--- config.mk ---
export PLATFORM = sky130hd
export DESIGN_NAME = i2c_register_transfer_sequencer_core
export DESIGN_NICKNAME = d
export VERILOG_FILES = /design/src/sv/i2crts_pkg.sv /design/src/sv/i2c_register_transfer_sequencer_core.sv
export SDC_FILE = /design/constraint.sdc
export NUM_CORES = 1
export LEC_CHECK = 0
export ABC_CLOCK_PERIOD_IN_PS = 3200
export BUFFER_PORTS_ARGS = -buffer_cell sky130_fd_sc_hd__buf_2
export CAP_MARGIN = 10
export CORE_UTILIZATION = 32
export CTS_BUF_LIST = sky130_fd_sc_hd__clkbuf_4 sky130_fd_sc_hd__clkbuf_8
export DETAILED_ROUTE_END_ITERATION = 16
export GPL_ROUTABILITY_DRIVEN = 0
export PLACE_DENSITY = 0.61
export SLEW_MARGIN = 20
export SYNTH_ARGS = -nofsm -noshare
export SYNTH_HDL_FRONTEND = slang
export SYNTH_SLANG_ARGS = --single-unit
--- constraint.sdc ---
create_clock -name clk -period 3.2 [get_ports clk]
set_clock_uncertainty 0.1 [all_clocks]
set_input_delay 0.64 -clock clk [delete_from_list [all_inputs] [get_ports clk]]
set_output_delay 0.64 -clock clk [all_outputs]
set_load 0.02 [all_outputs]
--- src/sv/i2crts_pkg.sv ---
`timescale 1ns / 1ps
// Package for the I2C register transfer sequencer.
// Holds the event codes and the request and response beat types; no dependencies.
package i2crts_pkg;

    typedef enum logic [1:0] {
        ACT_START = 2'd0,
        ACT_ACK   = 2'd1,
        ACT_RXB   = 2'd2,
        ACT_STOP  = 2'd3
    } action_t;

    localparam int WORD_W      = 32;
    localparam int BYTE_W      = 8;
    localparam int STORE_BYTES = WORD_W / BYTE_W;

    localparam logic DIR_WRITE_BIT = 1'b0;
    localparam logic DIR_READ_BIT  = 1'b1;

    typedef struct packed {
        action_t             action;
        logic [6:0]          dev_addr;
        logic [7:0]          reg_addr;
        logic                write_flag;
        logic [2:0]          byte_count;
        logic [WORD_W-1:0]   initial_word;
        logic [BYTE_W-1:0]   rx_byte;
    } req_t;

    typedef struct packed {
        logic                issue_start;
        logic                issue_stop;
        logic                issue_ack;
        logic                issue_nack;
        logic                tx_valid;
        logic [BYTE_W-1:0]   tx_byte;
        logic [WORD_W-1:0]   data_word;
        logic                done_res;
        logic                busy_res;
        logic                error;
    } rsp_t;

endpackage

--- src/sv/i2c_register_transfer_sequencer_core.sv ---
`timescale 1ns / 1ps
// I2C master register transfer sequencer: one bus event in, one command beat out.
// Depends on i2crts_pkg.
//
//  channel | direction | signals                    | beat
//  --------+-----------+----------------------------+------------------------
//  req     | in        | req_valid, req_ready, req  | one bus event
//  rsp     | out       | rsp_valid, rsp_ready, rsp  | commands, flags, word
//
// One event per clock while req_ready is high. The sequencer state updates at the
// accepting edge and the response beat is registered there, valid the cycle after.
// req_ready is low only while a response waits and rsp_ready is low.
// rst_n clears the phase, counters and stored transfer fields, and empties the
// response register.
module i2c_register_transfer_sequencer_core #(
    parameter int WORD_BYTES = 4
) (
    input  logic               clk,
    input  logic               rst_n,
    input  logic               req_valid,
    output logic               req_ready,
    input  i2crts_pkg::req_t   req,
    output logic               rsp_valid,
    input  logic               rsp_ready,
    output i2crts_pkg::rsp_t   rsp
);

    localparam int CNT_W = $clog2(WORD_BYTES + 1);

    typedef enum logic [2:0] {
        PH_IDLE  = 3'd0,
        PH_ADDR  = 3'd1,
        PH_REG   = 3'd2,
        PH_PREP  = 3'd3,
        PH_RECV  = 3'd4,
        PH_WDATA = 3'd5,
        PH_STOP  = 3'd6
    } phase_t;

    phase_t                          phase_reg, phase_next;
    logic [CNT_W-1:0]                bytes_left_reg, bytes_left_next;
    logic [i2crts_pkg::WORD_W-1:0]   word_reg, word_next;
    logic [6:0]                      taddr_reg, taddr_next;
    logic [7:0]                      treg_reg, treg_next;
    logic                            dirw_reg, dirw_next;
    logic                            rsp_valid_reg;
    i2crts_pkg::rsp_t                rsp_reg, rsp_next;

    logic                            accept;
    logic [CNT_W-1:0]                count_clamped;
    logic [CNT_W-1:0]                pos;
    logic [i2crts_pkg::BYTE_W-1:0]   sel_byte;
    logic [i2crts_pkg::WORD_W-1:0]   word_put;

    assign req_ready = !rsp_valid_reg || rsp_ready;
    assign accept    = req_valid && req_ready;
    assign rsp_valid = rsp_valid_reg;
    assign rsp       = rsp_reg;

    always_comb
    begin
        if (req.byte_count == 3'd0)
            count_clamped = CNT_W'(1);
        else if (32'(req.byte_count) > WORD_BYTES)
            count_clamped = CNT_W'(WORD_BYTES);
        else
            count_clamped = CNT_W'(req.byte_count);
    end

    assign pos = bytes_left_reg - CNT_W'(1);

    // Positions above the 32-bit word read as zero and drop writes.
    always_comb
    begin
        sel_byte = '0;
        word_put = word_reg;
        for (int k = 0; k < i2crts_pkg::STORE_BYTES; k++)
        begin
            if (32'(pos) == k)
            begin
                sel_byte = word_reg[k*i2crts_pkg::BYTE_W +: i2crts_pkg::BYTE_W];
                word_put[k*i2crts_pkg::BYTE_W +: i2crts_pkg::BYTE_W] = req.rx_byte;
            end
        end
    end

    always_comb
    begin
        phase_next      = phase_reg;
        bytes_left_next = bytes_left_reg;
        word_next       = word_reg;
        taddr_next      = taddr_reg;
        treg_next       = treg_reg;
        dirw_next       = dirw_reg;
        rsp_next        = '0;

        case (req.action)
            i2crts_pkg::ACT_START:
            begin
                if (phase_reg != PH_IDLE)
                    rsp_next.error = 1'b1;
                else
                begin
                    taddr_next           = req.dev_addr;
                    treg_next            = req.reg_addr;
                    dirw_next            = req.write_flag;
                    bytes_left_next      = count_clamped;
                    word_next            = req.initial_word;
                    phase_next           = PH_ADDR;
                    rsp_next.issue_start = 1'b1;
                    rsp_next.tx_valid    = 1'b1;
                    rsp_next.tx_byte     = {req.dev_addr, i2crts_pkg::DIR_WRITE_BIT};
                end
            end
            i2crts_pkg::ACT_ACK:
            begin
                case (phase_reg)
                    PH_ADDR:
                    begin
                        rsp_next.tx_valid = 1'b1;
                        rsp_next.tx_byte  = treg_reg;
                        phase_next        = dirw_reg ? PH_WDATA : PH_REG;
                    end
                    PH_REG:
                    begin
                        rsp_next.issue_start = 1'b1;
                        rsp_next.tx_valid    = 1'b1;
                        rsp_next.tx_byte     = {taddr_reg, i2crts_pkg::DIR_READ_BIT};
                        phase_next           = PH_PREP;
                    end
                    PH_PREP:
                        phase_next = PH_RECV;
                    PH_WDATA:
                    begin
                        if (bytes_left_reg != '0)
                        begin
                            bytes_left_next   = pos;
                            rsp_next.tx_valid = 1'b1;
                            rsp_next.tx_byte  = sel_byte;
                        end
                        else
                        begin
                            rsp_next.issue_stop = 1'b1;
                            phase_next          = PH_STOP;
                        end
                    end
                    default:
                        rsp_next.error = 1'b1;
                endcase
            end
            i2crts_pkg::ACT_RXB:
            begin
                if (phase_reg != PH_RECV || bytes_left_reg == '0)
                    rsp_next.error = 1'b1;
                else
                begin
                    bytes_left_next = pos;
                    word_next       = word_put;
                    if (pos != '0)
                        rsp_next.issue_ack = 1'b1;
                    else
                    begin
                        rsp_next.issue_nack = 1'b1;
                        rsp_next.issue_stop = 1'b1;
                        phase_next          = PH_STOP;
                    end
                end
            end
            default:
            begin
                if (phase_reg != PH_STOP)
                    rsp_next.error = 1'b1;
                else
                begin
                    rsp_next.done_res = 1'b1;
                    phase_next        = PH_IDLE;
                end
            end
        endcase

        rsp_next.data_word = word_next;
        rsp_next.busy_res  = (phase_next != PH_IDLE);
    end

    always_ff @(posedge clk or negedge rst_n)
    begin
        if (!rst_n)
        begin
            phase_reg      <= PH_IDLE;
            bytes_left_reg <= '0;
            word_reg       <= '0;
            taddr_reg      <= '0;
            treg_reg       <= '0;
            dirw_reg       <= 1'b0;
            rsp_valid_reg  <= 1'b0;
        end
        else
        begin
            if (accept)
            begin
                phase_reg      <= phase_next;
                bytes_left_reg <= bytes_left_next;
                word_reg       <= word_next;
                taddr_reg      <= taddr_next;
                treg_reg       <= treg_next;
                dirw_reg       <= dirw_next;
                rsp_valid_reg  <= 1'b1;
            end
            else if (rsp_ready)
                rsp_valid_reg  <= 1'b0;
        end
    end

    always_ff @(posedge clk)
    begin
        if (accept)
            rsp_reg <= rsp_next;
    end

`ifndef SYNTHESIS
    a_start_busy: assert property (@(posedge clk) disable iff (!rst_n)
        accept && phase_reg == PH_IDLE && req.action == i2crts_pkg::ACT_START
        |=> rsp_valid && rsp.busy_res && rsp.issue_start && rsp.tx_valid)
        else $error("start from idle did not open a transfer");

    a_done_idle: assert property (@(posedge clk) disable iff (!rst_n)
        rsp_valid && rsp.done_res |-> phase_reg == PH_IDLE && !rsp.busy_res)
        else $error("done reported while phase not idle");

    a_count_range: assert property (@(posedge clk) disable iff (!rst_n)
        32'(bytes_left_reg) <= WORD_BYTES)
        else $error("byte counter exceeds word size");

    a_error_holds: assert property (@(posedge clk) disable iff (!rst_n)
        accept && req.action != i2crts_pkg::ACT_START && phase_reg == PH_IDLE
        |=> rsp.error && $stable(phase_reg) && $stable(word_reg))
        else $error("stray event changed state");
`endif

endmodule
==> results of run 1 <==
-- per-stage QoR --
| step | power (W) | area (um2) | worst slack, ns | hold WS [ns] |
|---|---|---|---|---|
| after global placement | 0.003216 | 5996 | 0.3742 | 0.3873 |
| final | 0.004182 | 6222 | 0.5400 | 0.1653 |
| after detailed placement | 0.003252 | 5996 | 0.2918 | 0.3940 |
| after floorplan | 0.002793 | 5180 | 0.4917 | 0.2444 |
| after global routing | 0.004421 | 6220 | 0.4239 | 0.1960 |
| after CTS | 0.004192 | 6220 | 0.5766 | 0.1761 |
-- cells in the mapped netlist (2+ instances only) --
cell type,number
nand3_2,2
inv_1,24
clkbuf_1,21
ha_1,9
a222oi_1,8
nand2b_1,6
a21oi_1,27
mux2_2,17
edfxtp_1,48
o21ai_2,2
o221ai_1,8
a211oi_1,2
a31oi_1,2
buf_2,10
or3_1,2
o21bai_1,3
nor3_1,7
a32o_1,17
dfrtp_1,55
nor2_1,2
o21ai_1,7
nand2_1,41
mux2i_1,3
a21o_1,25
and2_1,3
a221o_1,2
nand3_1,4
a22oi_1,17
a22o_1,32
nor2b_1,4
o21ai_0,16
-- worst paths after layout --
kind                       slack [ns]                        to  depth (start not counted)                     startpoint
setup / recovery                 0.54          rsp[8]$_DFFE_PP_                          7  bytes_left_reg[0]$_DFFE_PN0P_
hold reg to reg                  0.41  taddr_reg[1]$_DFFE_PN0P_                          1       taddr_reg[1]$_DFFE_PN0P_
setup reg to reg                 0.54          rsp[8]$_DFFE_PP_                          7  bytes_left_reg[0]$_DFFE_PN0P_
max in group asynchronous        2.16   word_reg[6]$_DFFE_PN0P_                          2                          rst_n
min in group clk                 0.37     rsp_valid$_DFFE_PN0P_                          2                      req_valid
hold / removal                   0.17   treg_reg[0]$_DFFE_PN0P_                          1                          rst_n
-- per-layer routing --
layer | global-route usage | up-vias | routed length, um | part of all wire
met5 | 0 | - | 0 | 0
met1 | 0.2482 | 2066 | 6687 | 0.44
met3 | 0.04418 | 27 | 1120 | 0.074
met4 | 0.07751 | 0 | 407 | 0.027
li1 | - | 1949 | - | -
met2 | 0.2941 | 185 | 6960 | 0.46
-- cell families after synthesis --
kind of cell               count (synthesis)
AOI/OAI and AO/OA                        178
xor gates and xnor gates                   1
adders and majority gates                  9
buffers and inverters                     57
DFF                                      103
muxes                                     20
and+or+nand+nor                           81
-- area by class of cell --
type | instances | area (um2)
clock buffer | 10 | 131.4
fill | 1583 | 9605
inverter | 26 | 97.59
clock inverter | 6 | 92.59
multi-input combinational | 289 | 2135
antenna | 1 | 2.502
sequential | 103 | 2818
tap | 216 | 270.3
timing repair buffer | 128 | 675.6
-- placed cells by master (no fill, tap or decap), types with 2 or more instances in the layout --
cell type / synthesis / final
ha_1: 9 / 9
or3_1: 2 / 2
inv_1: 24 / 23
o21ai_2: 2 / 2
buf_2: 10 / 114
a21o_1: 25 / 25
a22oi_1: 17 / 17
nor3_1: 7 / 7
a31oi_1: 2 / 2
a22o_1: 32 / 32
nand3_2: 2 / 2
nor2b_1: 4 / 4
bufinv_16: 0 / 2
inv_2: 1 / 2
mux2i_1: 3 / 3
mux2_2: 17 / 17
nor2_1: 2 / 2
a211oi_1: 2 / 2
dfrtp_1: 55 / 55
o21bai_1: 3 / 3
o221ai_1: 8 / 8
nand3_1: 4 / 4
a222oi_1: 8 / 8
buf_4: 0 / 14
edfxtp_1: 48 / 48
a221o_1: 2 / 2
nand2b_1: 6 / 6
a32o_1: 17 / 17
o21ai_1: 7 / 7
a21oi_1: 27 / 27
o21ai_0: 16 / 16
clkbuf_8: 0 / 9
and2_1: 3 / 3
nand2_1: 41 / 41
-- worst reg2reg max path, delay by kind of cell, from the launching register on --
family | cells | cell delay [ns]
simple gates | 3 | 0.99
fa+ha+maj | 1 | 0.22
compound gates | 2 | 0.58
flops | 1 | 0.42
buf+inv | 1 | 0.11
-- power groups by stage --
stage	logic, W	registers [W]	clock network, W
5_1_grt	0.00146	0.00195	0.00102
2_1_floorplan	0.000853	0.00194	0
3_5_place_dp	0.00132	0.00193	0
4_1_cts	0.00132	0.00191	0.000961
6_report	0.00133	0.00191	0.000939
3_3_place_gp	0.00129	0.00193	0
==> run metrics, run 1 <==
# placed instances 762; number of buffers created by CTS 9; P_leak 2.810 nW; max incr delay on CP 0.51 ns; total number of yosys warnings 0; mapped cell area 0.005179 mm2; Setup-failing EPs final 0; Die H 129.2 um; first-pass detailed-route iteration total 5; I/O pin cnt 115; max FFs per register 48; Via density 5.426; max cap viols 0; CTS tree yes; switching share of power 0.3589; simple-gate area share of the yosys netlist 0.08698; Core Area 0.01583 mm2; Initial Util 0.3272; setup bufs post-CTS 0; Final Hold Viols 0; fmax 375.9 MHz; CP max stage cell or3_1; Post-Synth XOR/XNOR Area 0.001691; DR vias 4,227; top post-synthesis cells by area edfxtp_1, dfrtp_1, a22o_1; CP delay by family, top simple AND/OR/NAND/NOR gates; CTS root buffer clkbuf_8; Worst-Skew Late Latency 0.39 ns; initial drt markers 473; WL final 15,180 um; Final Max Slew Viols 0; Internal 0.002681 W; syn_nets 523; post-synthesis compound-gate area fraction 0.2590; Avg Inst Size Synth 11.53 um2; DIE AREA 0.01670 mm2; register area share after synthesis 0.5441; CTS max path bufs 2; setup TNS 0 ns; GRT Util Overall 0.1873; CP required 3.24 ns; RSZ-0062 raised after global routing false; Final nets 631; hold crit path type primary input to async pin; top-area cell type share of the netlist area 0.2783; Worst-path clk slew 0.10 ns; crit path capture type flip-flop; Slew HR 0.3258; Buf/Inv on CP 1; post-synthesis mux area share 0.04276; dpl hpwl 11,000 um; layout cells sized above 1 0.3096; antenna violations before repair 0; final global-route overflow total 0; Tcrit/Tclk final 0.8312; largest net degree at the start of global routing 41; WL/cell 19.48 um; Seq pwr share 0.457; ys async rst share 0.5340; Adder-Cell Fraction of Synth Area 0.02174; leading area contributor after synthesis edfxtp_1; post-synthesis cell count 449; Switching Power 0.001501 W; crit-path cells inv_1, ha_1, nor2b_1, or3_1, o21ai_1, nand2_1, a21o_1; H-tree depth 3; largest family of logic cells by synthesized area compound AO/OA/AOI/OAI gates; die width 129.2 um; Logic pwr share 0.318; Layout Utilization 0.3931; Peak VDD IR 254.9 uV; critical path class flip-flop to flip-flop; CTS-repair resized insts 0; clock tree sinks 103; CP Launch Type flip-flop; WP data arrival 2.70 ns; Distinct cells, synth 54; first-pass GRT wire length 23,180 um; PortBufs 114; number of global-route vias before repair 4,111; P&R area growth vs syn 20.15%; #FFs+latches synth 103; Remaining DRCs 0; Critical Path Fanout Max 8; num rows 46; Synth Flop Type dfrtp_1; hold buffers post-CTS 0; Final Non-Filler Cells 779; clock share of power 0.225; EDFF count, synth 48; minimum clock period 2.660 ns; power per cell area 672.1 mW/mm2; status finished, final reports clean; antenna viol nets, final 0; worst-margin pin slew 1.004 ns
(Power assumes the default switching activity.)
==> inputs of run 2 (changes only) <==
Settings changed: ABC_CLOCK_PERIOD_IN_PS 3200 to 2470.
Clock period 3.2 ns to 2.47 ns, I/O delays scaled along.
==> run metrics, run 2 (same netlist as run 1, synthesis figures left out) <==
Via density 5.414; DIE AREA 0.01670 mm2; hold buffers post-CTS 0; first-pass detailed-route iteration total 6; initial drt markers 403; num rows 46; Core Area 0.01583 mm2; antenna viol nets, final 0; largest net degree at the start of global routing 41; GRT Util Overall 0.1901; clock tree sinks 103; launching point of the worst reg2reg path bytes_left_reg[1]$_DFFE_PN0P_; post-route setup slack 0.08334 ns; P_leak 2.912 nW; final global-route overflow total 0; Peak VDD IR 331.6 uV; setup TNS 0 ns; DR vias 4,315; Final Max Slew Viols 0; RSZ-0062 raised after global routing false; number of global-route vias before repair 4,216; Register-to-Register Setup Slack 0.08 ns; number of buffers created by CTS 9; Critical Path Fanout Max 8; status finished, final reports clean; CTS tree yes; crit path from bytes_left_reg[1]$_DFFE_PN0P_; Final Hold Viols 0; layout cells sized above 1 0.3408; CP required 2.52 ns; CTS root buffer clkbuf_8; WP data arrival 2.44 ns; max layer used met5; max cap viols 0; critical path class flip-flop to flip-flop; die width 129.2 um; P&R area growth vs syn 23.85%; crit path capture type flip-flop; Metal-1 WL 6780 um; register area 0.002818 mm2; post-route total power 0.005496 W; CP Launch Type flip-flop; most common cell after layout, fill and taps aside buf_2; power per cell area 856.9 mW/mm2; WL final 15,410 um; worst-margin pin slew 0.7303 ns; Remaining DRCs 0; Layout Utilization 0.4052; hold crit path type primary input to async pin; antenna violations before repair 4; first-pass GRT wire length 23,470 um; WL/cell 19.34 um; Initial Util 0.3272; PortBufs 114; footprint of the multi-input gates 0.002165 mm2; Final nets 648; Worst-path clk slew 0.10 ns; fmax 419.0 MHz; Tcrit/Tclk final 0.9663; dpl hpwl 11,080 um; max FFs per register 48; Worst-Skew Late Latency 0.38 ns; minimum clock period 2.387 ns; CTS max path bufs 2; Worst setup endpoint rsp[26]$_DFFE_PP_; r2r worst-path depth 7; Setup-failing EPs final 0; wire length on met2 7067 um; Die H 129.2 um; post-place setup slack -0.05082 ns; most frequent cells in the layout buf_2, dfrtp_1, edfxtp_1; fill count 1,535; I/O pin cnt 115; H-tree depth 3; Slew HR 0.5131; met3 wire length 1204 um; Reg2Reg Capture Point rsp[26]$_DFFE_PP_
run 2: per-stage QoR:
step                cell area [um2]  hold WS (ns)  instances
global route                   6409       0.08152        795
finish                         6414       0.05737        797
CTS                            6364       0.06836        793
detailed placement             6141        0.3940        778
floorplan                      5182       0.09841        449
global placement               6141        0.3845        778
run 2: metal layers:
| metal | up-vias | global-route usage |
|---|---|---|
| met4 | 2 | 0.08166 |
| met1 | 2117 | 0.2467 |
| li1 | 1986 | - |
| met2 | 188 | 0.2995 |
| met3 | 22 | 0.04996 |
| met5 | - | 0 |
run 2: worst min-delay path by stage:
| stage | to | cells after the start |
|---|---|---|
| global route | rsp_valid$_DFFE_PN0P_ | 1 |
| global placement | word_reg[24]$_DFFE_PN0P_ | 2 |
| CTS | word_reg[23]$_DFFE_PN0P_ | 1 |
| finish | rsp_valid$_DFFE_PN0P_ | 1 |
| floorplan | bytes_left_reg[0]$_DFFE_PN0P_ | 0 |
| detailed placement | taddr_reg[0]$_DFFE_PN0P_ | 1 |
run 2: repair_timing:
| item | 4_1_cts | 5_1_grt |
|---|---|---|
| pin swaps | 0 | 3 |
| buffers inserted | 0 | 1 |
| resized for setup | 1 | 6 |
| endpoints found under the setup margin | 20 | 56 |
run 2: critical path, cell delays in order (launching register included):
cell	delay, ns
dfrtp_1	0.40
inv_1	0.09
ha_1	0.20
nor2b_1	0.18
or3_4	0.40
o21ai_1	0.27
nand2_1	0.27
a21o_1	0.25
run 2: where the power goes:
group / switching [W] / leakage [nW] / total, W / internal, W
clock: 0.000621 / 0.110 / 0.00119 / 0.000573
sequential: 0.000265 / 1.17 / 0.00247 / 0.00220
combinational: 0.00107 / 1.63 / 0.00184 / 0.000766
run 2: layout make-up:
class,instances,area share
Antenna cell,3,0.001171
Clock buffer,9,0.01931
Clock inverter,6,0.01424
Inverter,26,0.01522
Multi-Input combinational cell,289,0.3375
Sequential cell,103,0.4393
Tap cell,216,0.04214
Timing Repair Buffer,145,0.1311
==> inputs of run 3 (changes only) <==
Settings changed: MAX_ROUTING_LAYER set to met4.
==> run metrics, run 3 (same netlist as run 1, synthesis figures left out) <==
Design Area, Final 0.006416 mm2; post-place setup slack -0.05082 ns; CTS tree yes; antenna violations before repair 4; WL final 15,470 um; DR vias 4,329; dpl hpwl 11,080 um; I/O pin cnt 115; RSZ-0062 raised after global routing false; Final Hold Viols 0; layout cells sized above 1 0.3408; initial drt markers 395; Critical Path Fanout Max 8; CP Launch Type flip-flop; critical path class flip-flop to flip-flop; status finished, final reports clean; P_leak 2.912 nW; Remaining DRCs 0; PortBufs 114; Final Non-Filler Cells 798; first-pass GRT wire length 23,470 um; fmax 419.3 MHz; Slew HR 0.5153; H-tree depth 3; Core Area 0.01583 mm2; CTS max path bufs 2; Tcrit/Tclk final 0.9654; most frequent cells in the layout buf_2, dfrtp_1, edfxtp_1; Worst-Skew Late Latency 0.38 ns; CP max stage cell dfrtp_1; Initial Util 0.3272; die width 129.2 um; WL/cell 19.38 um; clock tree sinks 103; fill count 1,536; num rows 46; Peak VDD IR 329.4 uV; max FFs per register 48; max incr delay on CP 0.40 ns; final global-route overflow total 0; # placed instances 778; Via density 5.425; post-route total power 0.005507 W; DIE AREA 0.01670 mm2; number of buffers created by CTS 9; worst-margin pin slew 0.7270 ns; first-pass detailed-route iteration total 8; Post-DP Area 0.006141 mm2; WP data arrival 2.44 ns; CP required 2.52 ns; crit-path cells inv_1, ha_1, nor2b_1, or3_4, o21ai_1, nand2_1, a21o_1; GRT Util Overall 0.1959; Worst Hold Margin 0.05764 ns; most common cell after layout, fill and taps aside buf_2; P&R area growth vs syn 23.89%; minimum clock period 2.385 ns; Worst-path clk slew 0.10 ns; antenna viol nets, final 0; hold crit path type primary input to async pin; CTS root buffer clkbuf_8; power per cell area 858.3 mW/mm2; Final nets 648; post-route setup slack 0.08535 ns; crit path capture type flip-flop; number of global-route vias before repair 4,217; max cap viols 0; Setup-failing EPs final 0; Final Max Slew Viols 0; largest net degree at the start of global routing 41; Die H 129.2 um
-- run 3: power by group --
part / total, W / internal [W] / leakage [nW] / switching (W)
registers: 0.00246 / 0.00220 / 1.17 / 0.000265
clock network: 0.00120 / 0.000573 / 0.110 / 0.000626
logic: 0.00184 / 0.000766 / 1.63 / 0.00108
-- run 3: what timing repair did --
item	CTS	global route
resized for setup	1	6
endpoints found under the setup margin	20	56
setup buffers	0	1
pin swaps	0	3
hold buffers	0	0
-- run 3: worst paths after layout --
path / cells past startpoint / to / startpoint / slack, ns
max: 7 / rsp[26]$_DFFE_PP_ / bytes_left_reg[1]$_DFFE_PN0P_ / 0.09
min: 1 / rsp_valid$_DFFE_PN0P_ / rst_n / 0.06
max reg2reg: 7 / rsp[26]$_DFFE_PP_ / bytes_left_reg[1]$_DFFE_PN0P_ / 0.09
min reg2reg: 1 / taddr_reg[0]$_DFFE_PN0P_ / taddr_reg[0]$_DFFE_PN0P_ / 0.42
max in group asynchronous: 2 / word_reg[30]$_DFFE_PN0P_ / rst_n / 1.61
min in group clk: 2 / rsp_valid$_DFFE_PN0P_ / req_valid / 0.22
-- run 3: per-stage QoR --
step                      setup TNS (ns)  utilization
final                                  0       0.4054
after global routing                   0       0.4054
after CTS                              0       0.4021
after detailed placement         -0.3867       0.3880
after global placement                 0       0.3880
after floorplan                        0            -
-- run 3: final cells by class --
class | count | area, um2 | share of cell area
Timing Repair Buffer | 145 | 840.8 | 0.1310
Antenna cell | 4 | 10.01 | 0.001560
Tap cell | 216 | 270.3 | 0.04212
Clock buffer | 9 | 123.9 | 0.01931
Clock inverter | 6 | 91.34 | 0.01424
Sequential cell | 103 | 2818 | 0.4392
Inverter | 26 | 97.59 | 0.01521
Multi-Input combinational cell | 289 | 2165 | 0.3374
-- run 3: per-layer routing --
layer | track usage | up-vias | wire length (um)
met4 | 0.08166 | 0 | 376
met2 | 0.2995 | 207 | 7105
met3 | 0.04789 | 27 | 1228
met1 | 0.2475 | 2106 | 6757
met5 | - | - | 0
li1 | - | 1989 | -
-- run 3: worst max-delay path, delay by kind of cell (launching register included) --
family,cells,cell delay [ns]
fa+ha+maj,1,0.20
simple gates,3,0.85
buf+inv,1,0.09
flops,1,0.40
compound gates,2,0.52
